--- src/hdl/men_pkg.sv ---
// ----------------------------------------------------------------------------
// men_pkg
// shared widths, codes and controller/datapath link types for the
// mutual exclusion node
// ----------------------------------------------------------------------------
`default_nettype none

package men_pkg;

  // defaults for the top level parameters
  localparam int NODES_DEF      = 8;
  localparam int CLOCK_BITS_DEF = 32;

  // fixed field widths
  localparam int KIND_W    = 2;
  localparam int PEER_W    = 3;
  localparam int TS_W      = 32;
  localparam int ACT_W     = 3;
  localparam int ENTRIES_W = 16;
  localparam int CNT_W     = 4;
  localparam int RESP_W    = 3;
  localparam int CFG_IDX_W = 2;
  localparam int CFG_W     = 32;

  // input kinds
  localparam logic [KIND_W-1:0] KIND_WANT  = 2'd0;
  localparam logic [KIND_W-1:0] KIND_MSG   = 2'd1;
  localparam logic [KIND_W-1:0] KIND_LEAVE = 2'd2;

  // result actions
  localparam logic [ACT_W-1:0] ACT_BCAST = 3'd0;
  localparam logic [ACT_W-1:0] ACT_RESP  = 3'd1;
  localparam logic [ACT_W-1:0] ACT_DEFER = 3'd2;
  localparam logic [ACT_W-1:0] ACT_COUNT = 3'd3;
  localparam logic [ACT_W-1:0] ACT_ENTER = 3'd4;
  localparam logic [ACT_W-1:0] ACT_LEFT  = 3'd5;
  localparam logic [ACT_W-1:0] ACT_ERR   = 3'd6;

  // protocol phases
  localparam logic [1:0] PH_IDLE   = 2'd0;
  localparam logic [1:0] PH_WAIT   = 2'd1;
  localparam logic [1:0] PH_INSIDE = 2'd2;

  // configuration register indexes
  localparam logic [CFG_IDX_W-1:0] REG_NODE_ID    = 2'd0;
  localparam logic [CFG_IDX_W-1:0] REG_NODE_COUNT = 2'd1;
  localparam logic [CFG_IDX_W-1:0] REG_INIT_CLOCK = 2'd2;

  // controller to datapath
  typedef struct packed {
    logic capture;  // take the input request into the item registers
    logic exec;     // perform the step and load its first result
    logic more;     // load the next follow-on result
  } men_cmd_t;

  // datapath to controller
  typedef struct packed {
    logic out_free;   // result register can take a new result this cycle
    logic multi;      // the step under exec has follow-on results
    logic more_last;  // the follow-on result under more is the final one
  } men_sts_t;

endpackage

`default_nettype wire

--- src/hdl/men_ctrl.sv ---
// ----------------------------------------------------------------------------
// men_ctrl
// sequencer: accept a request, run its step, then issue follow-on results
// ----------------------------------------------------------------------------
`default_nettype none

module men_ctrl (
  input  wire logic              clk,
  input  wire logic              rst_n,
  input  wire logic              in_valid,
  output logic                   in_stall,
  input  wire men_pkg::men_sts_t sts,
  output men_pkg::men_cmd_t      cmd
);
  import men_pkg::*;

  localparam logic [1:0] ST_IDLE = 2'd0;
  localparam logic [1:0] ST_EXEC = 2'd1;
  localparam logic [1:0] ST_MORE = 2'd2;

  logic [1:0] state_r;
  logic [1:0] state_nxt;

  assign in_stall    = !rst_n || (state_r != ST_IDLE);
  assign cmd.capture = in_valid && !in_stall;
  assign cmd.exec    = (state_r == ST_EXEC) && sts.out_free;
  assign cmd.more    = (state_r == ST_MORE) && sts.out_free;

  always_comb begin
    state_nxt = state_r;
    unique case (state_r)
      ST_IDLE: begin
        if (cmd.capture) state_nxt = ST_EXEC;
      end
      ST_EXEC: begin
        if (cmd.exec) state_nxt = sts.multi ? ST_MORE : ST_IDLE;
      end
      ST_MORE: begin
        if (cmd.more && sts.more_last) state_nxt = ST_IDLE;
      end
      default: state_nxt = ST_IDLE;
    endcase
  end

  always_ff @(posedge clk) begin
    if (!rst_n) begin
      state_r <= ST_IDLE;
    end else begin
      state_r <= state_nxt;
    end
  end

  a_capture_to_exec: assert property (@(posedge clk) disable iff (!rst_n)
    cmd.capture |=> (state_r == ST_EXEC))
    else $error("captured request did not move to exec");

  a_last_follow_on_idles: assert property (@(posedge clk) disable iff (!rst_n)
    (cmd.more && sts.more_last) |=> (state_r == ST_IDLE))
    else $error("final follow-on result did not return to idle");

  a_no_overlap: assert property (@(posedge clk) disable iff (!rst_n)
    !(cmd.exec && cmd.more) && !(cmd.capture && (cmd.exec || cmd.more)))
    else $error("overlapping controller commands");

endmodule

`default_nettype wire

--- src/hdl/men_dp.sv ---
// ----------------------------------------------------------------------------
// men_dp
// datapath: protocol state, lamport clock, deferred bitmap walk and the
// result register
// ----------------------------------------------------------------------------
`default_nettype none

module men_dp #(
  parameter int NODES      = men_pkg::NODES_DEF,
  parameter int CLOCK_BITS = men_pkg::CLOCK_BITS_DEF
) (
  input  wire logic                              clk,
  input  wire logic                              rst_n,
  input  wire men_pkg::men_cmd_t                 cmd,
  output men_pkg::men_sts_t                      sts,
  input  wire logic                              cfg_we,
  input  wire logic [men_pkg::CFG_IDX_W-1:0]     cfg_index,
  input  wire logic [men_pkg::CFG_W-1:0]         cfg_wdata,
  input  wire logic [men_pkg::KIND_W-1:0]        in_kind,
  input  wire logic [men_pkg::PEER_W-1:0]        in_peer,
  input  wire logic                              in_is_request,
  input  wire logic [men_pkg::TS_W-1:0]          in_timestamp,
  output logic                                   out_valid,
  input  wire logic                              out_stall,
  output logic [men_pkg::ACT_W-1:0]              out_action,
  output logic [men_pkg::PEER_W-1:0]             out_target,
  output logic [men_pkg::TS_W-1:0]               out_clock_value,
  output logic [men_pkg::ENTRIES_W-1:0]          out_entries,
  output logic                                   out_last
);
  import men_pkg::*;

  // bitmap width: peers above eight cannot be named
  localparam int DW = (NODES < 8) ? NODES : 8;
  // compare width covers both the clock and the 32-bit stamps
  localparam int CW = (CLOCK_BITS > TS_W) ? CLOCK_BITS : TS_W;
  localparam logic [CLOCK_BITS-1:0] CMAX   = {CLOCK_BITS{1'b1}};
  localparam logic [CW-1:0]         CMAX_X = CW'(CMAX);
  localparam logic [CNT_W-1:0]      DW_CNT = CNT_W'(DW);

  // configuration
  logic [PEER_W-1:0] node_id_r;
  logic [CNT_W-1:0]  node_count_r;

  // protocol state
  logic [CLOCK_BITS-1:0] clock_r, clock_nxt;
  logic [CLOCK_BITS-1:0] stamp_r, stamp_nxt;
  logic [1:0]            phase_r, phase_nxt;
  logic [DW-1:0]         deferred_r, deferred_nxt;
  logic [RESP_W-1:0]     resp_r, resp_nxt;
  logic [ENTRIES_W-1:0]  entries_r, entries_nxt;
  logic [DW-1:0]         walk_r, walk_nxt;
  logic                  enter_pend_r, enter_pend_nxt;

  // item registers
  logic [KIND_W-1:0] kind_r;
  logic [PEER_W-1:0] peer_r;
  logic              is_req_r;
  logic [TS_W-1:0]   ts_r;

  // result register
  logic                 out_valid_r;
  logic [ACT_W-1:0]     out_action_r;
  logic [PEER_W-1:0]    out_target_r;
  logic [TS_W-1:0]      out_clock_r;
  logic [ENTRIES_W-1:0] out_entries_r;
  logic                 out_last_r;

  // step decode
  logic [CNT_W-1:0]      cnt;
  logic                  bad_sender;
  logic [CW-1:0]         clk_x, ts_x, stamp_x, max_x, cfg_x;
  logic [CLOCK_BITS-1:0] clk_bumped, clk_inc;
  logic                  grant;
  logic [RESP_W-1:0]     resp_inc;
  logic                  enter;
  logic [DW-1:0]         peer_mask;
  logic [DW-1:0]         scan_src, scan_low, scan_rest;
  logic [PEER_W-1:0]     scan_tgt;
  logic [CW-1:0]         clk_out_x;

  logic [ACT_W-1:0]  res_act;
  logic [PEER_W-1:0] res_tgt;
  logic              res_last;
  logic              multi;
  logic              load;

  always_comb begin
    if (node_count_r < CNT_W'(2)) begin
      cnt = CNT_W'(2);
    end else if (node_count_r > DW_CNT) begin
      cnt = DW_CNT;
    end else begin
      cnt = node_count_r;
    end
  end

  assign bad_sender = (peer_r == node_id_r) || ({1'b0, peer_r} >= cnt);

  assign clk_x   = CW'(clock_r);
  assign ts_x    = CW'(ts_r);
  assign stamp_x = CW'(stamp_r);
  assign max_x   = (clk_x > ts_x) ? clk_x : ts_x;
  assign clk_bumped = (max_x >= CMAX_X) ? CMAX : CLOCK_BITS'(max_x + CW'(1));
  assign clk_inc    = (clock_r == CMAX) ? clock_r : clock_r + CLOCK_BITS'(1);
  assign cfg_x      = CW'(cfg_wdata);

  always_comb begin
    unique case (phase_r)
      PH_IDLE: grant = 1'b1;
      PH_WAIT: grant = (ts_x < stamp_x) || ((ts_x == stamp_x) && (peer_r > node_id_r));
      default: grant = 1'b0;
    endcase
  end

  assign resp_inc = resp_r + RESP_W'(1);
  assign enter    = ({1'b0, resp_inc} >= (cnt - CNT_W'(1)));

  always_comb begin
    for (int i = 0; i < DW; i++) begin
      peer_mask[i] = (peer_r == PEER_W'(i));
    end
  end

  // lowest set bit of the bitmap being answered
  assign scan_src  = cmd.more ? walk_r : deferred_r;
  assign scan_low  = scan_src & (~scan_src + DW'(1));
  assign scan_rest = scan_src & ~scan_low;

  always_comb begin
    scan_tgt = '0;
    for (int i = DW - 1; i >= 0; i--) begin
      if (scan_src[i]) scan_tgt = PEER_W'(i);
    end
  end

  always_comb begin
    clock_nxt      = clock_r;
    stamp_nxt      = stamp_r;
    phase_nxt      = phase_r;
    deferred_nxt   = deferred_r;
    resp_nxt       = resp_r;
    entries_nxt    = entries_r;
    walk_nxt       = walk_r;
    enter_pend_nxt = enter_pend_r;
    res_act        = ACT_ERR;
    res_tgt        = '0;
    res_last       = 1'b1;
    multi          = 1'b0;
    if (cmd.exec) begin
      unique case (kind_r)
        KIND_WANT: begin
          if (phase_r == PH_IDLE) begin
            stamp_nxt = clock_r;
            resp_nxt  = '0;
            phase_nxt = PH_WAIT;
            res_act   = ACT_BCAST;
          end
        end
        KIND_MSG: begin
          res_tgt = peer_r;
          if (bad_sender) begin
            res_act = ACT_ERR;
          end else if (is_req_r) begin
            clock_nxt = clk_bumped;
            if (grant) begin
              res_act = ACT_RESP;
            end else begin
              deferred_nxt = deferred_r | peer_mask;
              res_act      = ACT_DEFER;
            end
          end else if (phase_r == PH_WAIT) begin
            clock_nxt = clk_inc;
            resp_nxt  = resp_inc;
            res_act   = ACT_COUNT;
            res_tgt   = '0;
            if (enter) begin
              if (entries_r != {ENTRIES_W{1'b1}}) entries_nxt = entries_r + ENTRIES_W'(1);
              phase_nxt      = PH_INSIDE;
              enter_pend_nxt = 1'b1;
              multi          = 1'b1;
              res_last       = 1'b0;
            end
          end
        end
        KIND_LEAVE: begin
          if (phase_r == PH_INSIDE) begin
            deferred_nxt = '0;
            resp_nxt     = '0;
            phase_nxt    = PH_IDLE;
            if (deferred_r != '0) begin
              res_act  = ACT_RESP;
              res_tgt  = scan_tgt;
              walk_nxt = scan_rest;
              multi    = (scan_rest != '0);
              res_last = !multi;
            end else begin
              res_act = ACT_LEFT;
            end
          end
        end
        default: res_act = ACT_ERR;
      endcase
    end else if (cmd.more) begin
      if (enter_pend_r) begin
        enter_pend_nxt = 1'b0;
        res_act        = ACT_ENTER;
      end else begin
        res_act  = ACT_RESP;
        res_tgt  = scan_tgt;
        walk_nxt = scan_rest;
        res_last = (scan_rest == '0);
      end
    end
    // clock preset; the user must write it only while no request is in flight, the block does not enforce this
    if (cfg_we && (cfg_index == REG_INIT_CLOCK)) begin
      clock_nxt = (cfg_x > CMAX_X) ? CMAX : CLOCK_BITS'(cfg_x);
    end
  end

  assign load          = cmd.exec || cmd.more;
  assign sts.out_free  = !out_valid_r || !out_stall;
  assign sts.multi     = multi;
  assign sts.more_last = enter_pend_r || (scan_rest == '0);
  assign clk_out_x     = CW'(clock_nxt);

  always_ff @(posedge clk) begin
    if (!rst_n) begin
      node_id_r    <= '0;
      node_count_r <= CNT_W'(8);
      clock_r      <= '0;
      stamp_r      <= '0;
      phase_r      <= PH_IDLE;
      deferred_r   <= '0;
      resp_r       <= '0;
      entries_r    <= '0;
      walk_r       <= '0;
      enter_pend_r <= 1'b0;
      out_valid_r  <= 1'b0;
    end else begin
      if (cfg_we && (cfg_index == REG_NODE_ID)) node_id_r <= cfg_wdata[PEER_W-1:0];
      if (cfg_we && (cfg_index == REG_NODE_COUNT)) node_count_r <= cfg_wdata[CNT_W-1:0];
      clock_r      <= clock_nxt;
      stamp_r      <= stamp_nxt;
      phase_r      <= phase_nxt;
      deferred_r   <= deferred_nxt;
      resp_r       <= resp_nxt;
      entries_r    <= entries_nxt;
      walk_r       <= walk_nxt;
      enter_pend_r <= enter_pend_nxt;
      if (load) begin
        out_valid_r <= 1'b1;
      end else if (!out_stall) begin
        out_valid_r <= 1'b0;
      end
    end
  end

  always_ff @(posedge clk) begin
    if (cmd.capture) begin
      kind_r   <= in_kind;
      peer_r   <= in_peer;
      is_req_r <= in_is_request;
      ts_r     <= in_timestamp;
    end
    if (load) begin
      out_action_r  <= res_act;
      out_target_r  <= res_tgt;
      out_clock_r   <= clk_out_x[TS_W-1:0];
      out_entries_r <= entries_nxt;
      out_last_r    <= res_last;
    end
  end

  assign out_valid       = out_valid_r;
  assign out_action      = out_action_r;
  assign out_target      = out_target_r;
  assign out_clock_value = out_clock_r;
  assign out_entries     = out_entries_r;
  assign out_last        = out_last_r;

  a_load_when_free: assert property (@(posedge clk) disable iff (!rst_n)
    load |-> sts.out_free)
    else $error("result loaded over a waiting result");

  a_idle_no_deferred: assert property (@(posedge clk) disable iff (!rst_n)
    (phase_r == PH_IDLE) |-> (deferred_r == '0))
    else $error("deferred peers held while idle");

  a_enter_no_walk: assert property (@(posedge clk) disable iff (!rst_n)
    enter_pend_r |-> ((walk_r == '0) && (phase_r == PH_INSIDE)))
    else $error("entry pending alongside a leave walk");

endmodule

`default_nettype wire

--- src/hdl/mutual_exclusion_node_top.sv ---
// ----------------------------------------------------------------------------
// mutual_exclusion_node_top
// one node of ricart-agrawala mutual exclusion on a saturating lamport clock
// ----------------------------------------------------------------------------
//
//   channel  direction  handshake            payload
//   in_      to node    in_valid / in_stall  kind, peer, is_request, timestamp
//   out_     from node  out_valid / out_stall action, target, clock_value,
//                                            entries, last
//   cfg_     to node    cfg_we               cfg_index, cfg_wdata
//
// a request is first captured into the item registers, then its step runs and
// loads the first result into the output register once that register is free
// further results follow, one a cycle while out_stall allows: the entry after
// the final response, or one per deferred peer on leave, lowest set bit first
// a new request is taken once the last result is loaded, even while it waits
// reset is synchronous: clears clock, phase, bitmap and counts, node 0 of 8
// out_stall holds the output register and pauses the sequencer behind it
// ----------------------------------------------------------------------------
`default_nettype none

module mutual_exclusion_node_top #(
  parameter int NODES      = men_pkg::NODES_DEF,      // peers taking part at most
  parameter int CLOCK_BITS = men_pkg::CLOCK_BITS_DEF  // logical clock width
) (
  input  wire logic                            clk,
  input  wire logic                            rst_n,
  // configuration
  input  wire logic                            cfg_we,
  input  wire logic [men_pkg::CFG_IDX_W-1:0]   cfg_index,
  input  wire logic [men_pkg::CFG_W-1:0]       cfg_wdata,
  // request channel
  input  wire logic                            in_valid,
  output logic                                 in_stall,
  input  wire logic [men_pkg::KIND_W-1:0]      in_kind,
  input  wire logic [men_pkg::PEER_W-1:0]      in_peer,
  input  wire logic                            in_is_request,
  input  wire logic [men_pkg::TS_W-1:0]        in_timestamp,
  // result channel
  output logic                                 out_valid,
  input  wire logic                            out_stall,
  output logic [men_pkg::ACT_W-1:0]            out_action,
  output logic [men_pkg::PEER_W-1:0]           out_target,
  output logic [men_pkg::TS_W-1:0]             out_clock_value,
  output logic [men_pkg::ENTRIES_W-1:0]        out_entries,
  output logic                                 out_last
);
  import men_pkg::*;

  // command and status link between sequencer and datapath
  men_cmd_t cmd;
  men_sts_t sts;

  // sequencer: owns the request handshake
  men_ctrl u_ctrl (
    .clk      (clk),
    .rst_n    (rst_n),
    .in_valid (in_valid),
    .in_stall (in_stall),
    .sts      (sts),
    .cmd      (cmd)
  );

  // datapath: protocol state, clock arithmetic and the result register
  men_dp #(
    .NODES      (NODES),
    .CLOCK_BITS (CLOCK_BITS)
  ) u_dp (
    .clk             (clk),
    .rst_n           (rst_n),
    .cmd             (cmd),
    .sts             (sts),
    .cfg_we          (cfg_we),
    .cfg_index       (cfg_index),
    .cfg_wdata       (cfg_wdata),
    .in_kind         (in_kind),
    .in_peer         (in_peer),
    .in_is_request   (in_is_request),
    .in_timestamp    (in_timestamp),
    .out_valid       (out_valid),
    .out_stall       (out_stall),
    .out_action      (out_action),
    .out_target      (out_target),
    .out_clock_value (out_clock_value),
    .out_entries     (out_entries),
    .out_last        (out_last)
  );

endmodule

`default_nettype wire

--- config.mk ---
export PLATFORM = sky130hd
export DESIGN_NAME = mutual_exclusion_node_top
export DESIGN_NICKNAME = d
export VERILOG_FILES = /design/src/hdl/men_pkg.sv /design/src/hdl/men_ctrl.sv /design/src/hdl/men_dp.sv /design/src/hdl/mutual_exclusion_node_top.sv
export SDC_FILE = /design/constraint.sdc
export NUM_CORES = 1
export LEC_CHECK = 0
export BUFFER_PORTS_ARGS = -buffer_cell sky130_fd_sc_hd__buf_4
export CORE_ASPECT_RATIO = 0.6
export CORE_MARGIN = 10
export CORE_UTILIZATION = 51
export DETAILED_ROUTE_END_ITERATION = 7
export PLACE_DENSITY = 0.73
export SLEW_MARGIN = 30
export SYNTH_ARGS = -nofsm -noshare
export SYNTH_HDL_FRONTEND = slang
export SYNTH_HIERARCHICAL = 1
export SYNTH_SLANG_ARGS = --single-unit
--- constraint.sdc ---
create_clock -name clk -period 4.9 [get_ports clk]
set_clock_uncertainty 0.15 [all_clocks]
set_input_delay 0.49 -clock clk [delete_from_list [all_inputs] [get_ports clk]]
set_output_delay 0.49 -clock clk [all_outputs]
set_load 0.005 [all_outputs]
==> impl_results.md <==
* Status: complete, no violations
* Sw Share at 27.6%
* Number of remaining DRC errors at 0
* Routed vias at 12.1k
* First-pass GRT wire length at 68800 µm
* Final Total Pwr at 0.00421 W
* Detailed Routing Iterations Pass 1 at 6
* Total wire length at 45400 µm
* P_int at 0.00305 W
* Vias per cell at 6.20
* Final instance area at 0.0152 mm²
* Crit end category: flop
* Die H at 142 µm
* Synth-to-Final Area Change at 20.6%
* Critical Path Start: u_dp/ts_r[13]
* Fillers at 2102
* Crit-path slowest cell: edfxtp_1
* Core area at 0.0242 mm²
* Endpoints failing hold at 0
* Placed wire-length estimate at 34400 µm
* Prevailing post-synth register cell: dfxtp_1
* Ratio of cells with drive above 1 in the final layout at 17.4%
* Max stage delay on crit path at 0.46 ns
* Share of total power in the clock network at 39.9%
* Ys async rst share at 0%
* Post-layout nets at 1774
* I/O pin cnt at 134
* Buf/Inv on CP at 2
* Synth Cell Area at 0.0126 mm²
* # port buffers at 133
* Number of cells produced by synthesis at 1446
* EDFF count, synth at 93
* CTS tree: yes
* NetSw at 0.00116 W
* Ant diodes at 0
* R2r startpoint: u_dp/ts_r[13]
* Maximum VDD drop at 0.175 mV
* Root Driver: clkbuf_16
* Setup TNS Final at 0 ns
* Hold WC Path Type: input port to flop
* Maximum clock path buffer count at 3
* Total CTS buffers at 21
* Sink Count at 204
* # Max-Cap Violations at 0
* Critical Path AT at 4.91 ns
* Headroom to the max-slew limit at 34.7%
* Final max-slew violation count at 0
* Clock slew at reported path FFs at 0.07 ns
* Required time of the critical path at 5.11 ns
* R2R Setup Slk at 0.20 ns
* Distinct cells, synth at 85
* Std cell rows at 44
* Starting density of the core at 52.0%
* R2r worst-path depth at 18
* Synthesized flop and latch total at 204
* Largest net degree at the start of global routing at 51
* GR Overflow Total at 0
* Warnings, synthesis at 6
* Least-Margin Pin Slew at 0.978 ns
* Die area at 0.0316 mm²
* Seq pwr share at 45.6%
* RSZ-0062 raised after global routing: no
* WL/cell at 23.3 µm
* Comb power frac at 14.5%
* RePlAce Congestion at 1.02
* DP Area at 0.0141 mm²
* Worst reg2reg path endpoint: u_dp/clk_x[14]
* Global Route Usage Sum at 27.8%
* H-tree level count at 1
* Register area share after synthesis at 39.8%
* Worst-path cell chain: inv_1 > ha_1 > nand4_1 > nor2_1 > a221o_1 > o311a_1 > or2_1 > o21ai_0 > ha_1 > nand3_1 > nor2_2 > buf_4 > nand4_1 > xnor2_1 > nand3_1 > o21ai_0 > and2_1 > o31ai_4
* Vias in the first global route at 11.1k
* Setup CP Type: flop to flop
* Pwr/cell area at 277 mW/mm²
* Critical path's top delay family: compound AO/OA/AOI/OAI gates
* Initial DRC count at 1922
* Finish-stage setup viols at 0
* F_max at 0.213 GHz
* Initial antenna violation count at 0
* Min Clock Period, post-route at 4.70 ns
* Die width at 223 µm
* Syn_area_per_cell at 8.71 µm²
* Crit path launch type: flop
* Syn Nets at 1606
* Worst path depth at 18
* Critical path fanouts, max at 5
* Worst-Skew Late Latency at 0.53 ns
* Critical path endpoint: u_dp/clk_x[14]
* Antenna viol nets, final at 0
* Leakage at 5.91 nW
* Period utilization at 95.9%
## power by group through the flow
| stage | clock network (W) | registers, W | logic [W] |
|---|---|---|---|
| 3_3_place_gp | 0 | 0.00195 | 0.000560 |
| 4_1_cts | 0.00169 | 0.00192 | 0.000589 |
| 2_1_floorplan | 0 | 0.00194 | 0.000297 |
| 5_1_grt | 0.00176 | 0.00192 | 0.000655 |
| 6_report | 0.00168 | 0.00192 | 0.000613 |
| 3_5_place_dp | 0 | 0.00195 | 0.000567 |
## metrics by stage
step                worst slack [ns]  hold WS (ns)  std cells  util, %
detailed placement           -0.0163         0.297       1883     58.4
global placement              0.0698         0.287       1883     58.4
floorplan                      0.219         0.278       1446        -
CTS                            0.142      0.000708       1948     62.5
global route                  0.0116      0.000198       1950     62.7
finish                         0.202        0.0109       1950     62.7
## synth_stat cells (all sizes together), types with 4 or more instances
| master | n | area share (%) |
|---|---|---|
| a211oi | 9 | 0.58 |
| a21o | 12 | 0.72 |
| a21oi | 121 | 4.9 |
| a22o | 4 | 0.28 |
| a31oi | 10 | 0.50 |
| and2 | 40 | 2.0 |
| and3 | 24 | 1.2 |
| and4 | 13 | 0.90 |
| buf | 13 | 0.67 |
| clkbuf | 63 | 1.9 |
| dfxtp | 111 | 18 |
| edfxtp | 93 | 22 |
| ha | 83 | 8.2 |
| inv | 87 | 2.6 |
| mux2 | 7 | 0.66 |
| mux2i | 21 | 1.8 |
| nand2 | 175 | 5.2 |
| nand2b | 12 | 0.60 |
| nand3 | 62 | 2.5 |
| nand4 | 39 | 2.0 |
| nor2 | 101 | 3.1 |
| nor2b | 9 | 0.45 |
| nor3 | 37 | 1.5 |
| nor4 | 24 | 1.3 |
| o2111a | 4 | 0.36 |
| o211ai | 12 | 0.72 |
| o21a | 24 | 1.4 |
| o21ai | 65 | 2.6 |
| o221ai | 6 | 0.47 |
| o22ai | 7 | 0.35 |
| o31ai | 14 | 0.87 |
| or2 | 6 | 0.30 |
| or3 | 8 | 0.44 |
| or4 | 4 | 0.24 |
| xnor2 | 48 | 3.3 |
| xor2 | 18 | 1.3 |
## cell usage in the layout, fill, tap and decap left out, drive strengths merged, types with 12 or more instances in the layout
master / netlist / routed
inv: 87 / 90
nand2b: 12 / 12
xor2: 18 / 18
o211ai: 12 / 12
dlygate4sd3: 0 / 28
nand2: 175 / 175
a21o: 12 / 12
nor3: 37 / 37
nor2: 101 / 101
o31ai: 14 / 14
clkbuf: 63 / 25
edfxtp: 93 / 93
xnor2: 48 / 48
and2: 40 / 40
dfxtp: 111 / 111
mux2i: 21 / 21
a21oi: 121 / 121
nand3: 62 / 62
ha: 83 / 83
and4: 13 / 13
and3: 24 / 24
o21a: 24 / 24
buf: 13 / 193
nor4: 24 / 24
o21ai: 65 / 65
nand4: 39 / 39
## layout make-up
cell class / count / area, µm² / share of cell area, %
timing repair buffer: 221 / 1730 / 11.4
tap: 322 / 403 / 2.65
inverter: 88 / 330 / 2.17
clock buffer: 25 / 604 / 3.98
multi-input combinational: 1078 / 7000 / 46.1
sequential: 204 / 5010 / 33.0
clock inverter: 12 / 101 / 0.667
## state kept, by name, indices dropped and copies added, names as in the netlist, 4 cells and up
name                  flops
u_dp/out_entries         16
u_dp/entries_r           16
u_dp/clk_x               32
u_dp/node_count_r         4
u_dp/ts_r                32
u_dp/out_clock_value     32
u_dp/deferred_r           8
u_dp/stamp_r             32
u_dp/walk_r               7
## worst min path at each step
stage               depth (start not counted)         endpoint             start
CTS                                         1    u_dp/ts_r[19]  in_timestamp[19]
finish                                      1    u_dp/ts_r[19]  in_timestamp[19]
global route                                1    u_dp/ts_r[15]  in_timestamp[15]
floorplan                                   2   u_dp/walk_r[5]    u_dp/walk_r[5]
detailed placement                          2  u_dp/stamp_r[1]   u_dp/stamp_r[1]
global placement                            2   u_dp/walk_r[5]    u_dp/walk_r[5]
## per-layer routing
layer	up-vias	global-route usage, %	share of wire [%]
met5	-	0	0
met3	57	11.8	17
li1	5572	-	-
met4	0	3.68	1.4
met1	5680	43.3	46
met2	780	34.2	36
## worst reg2reg max path, cell delays in order, from the launching register on
cell      delay, ns
edfxtp_1       0.46
inv_1          0.17
ha_1           0.27
nand4_1        0.17
nor2_1         0.07
a221o_1        0.32
o311a_1        0.41
or2_1          0.29
o21ai_0        0.19
ha_1           0.19
nand3_1        0.10
nor2_2         0.20
buf_4          0.19
nand4_1        0.12
xnor2_1        0.19
nand3_1        0.14
o21ai_0        0.24
and2_1         0.27
o31ai_4        0.41
## timing repair
item / 4_1_cts / 5_1_grt
cloned: 0 / 0
hold buffers: 28 / 0
buffers inserted: 0 / 2
setup endpoints to repair: 1 / 24
resized for setup: 1 / 9
hold endpoints to repair: 28 / 0
pin swaps: 0 / 2
## cell families (layout without fill, tap and decap cells)
family / Yosys count / count (layout) / share of synthesized area [%]
XOR/XNOR: 66 / 66 / 4.59
multiplexers: 28 / 28 / 2.42
adder cells (fa/ha/maj): 84 / 84 / 8.32
AO/OA/AOI/OAI: 332 / 332 / 16.9
buffers and inverters: 164 / 346 / 5.16
flip-flops: 204 / 204 / 39.8
AND/OR/NAND/NOR: 568 / 568 / 22.7
Note: power is estimated with default switching activity, not from simulation.
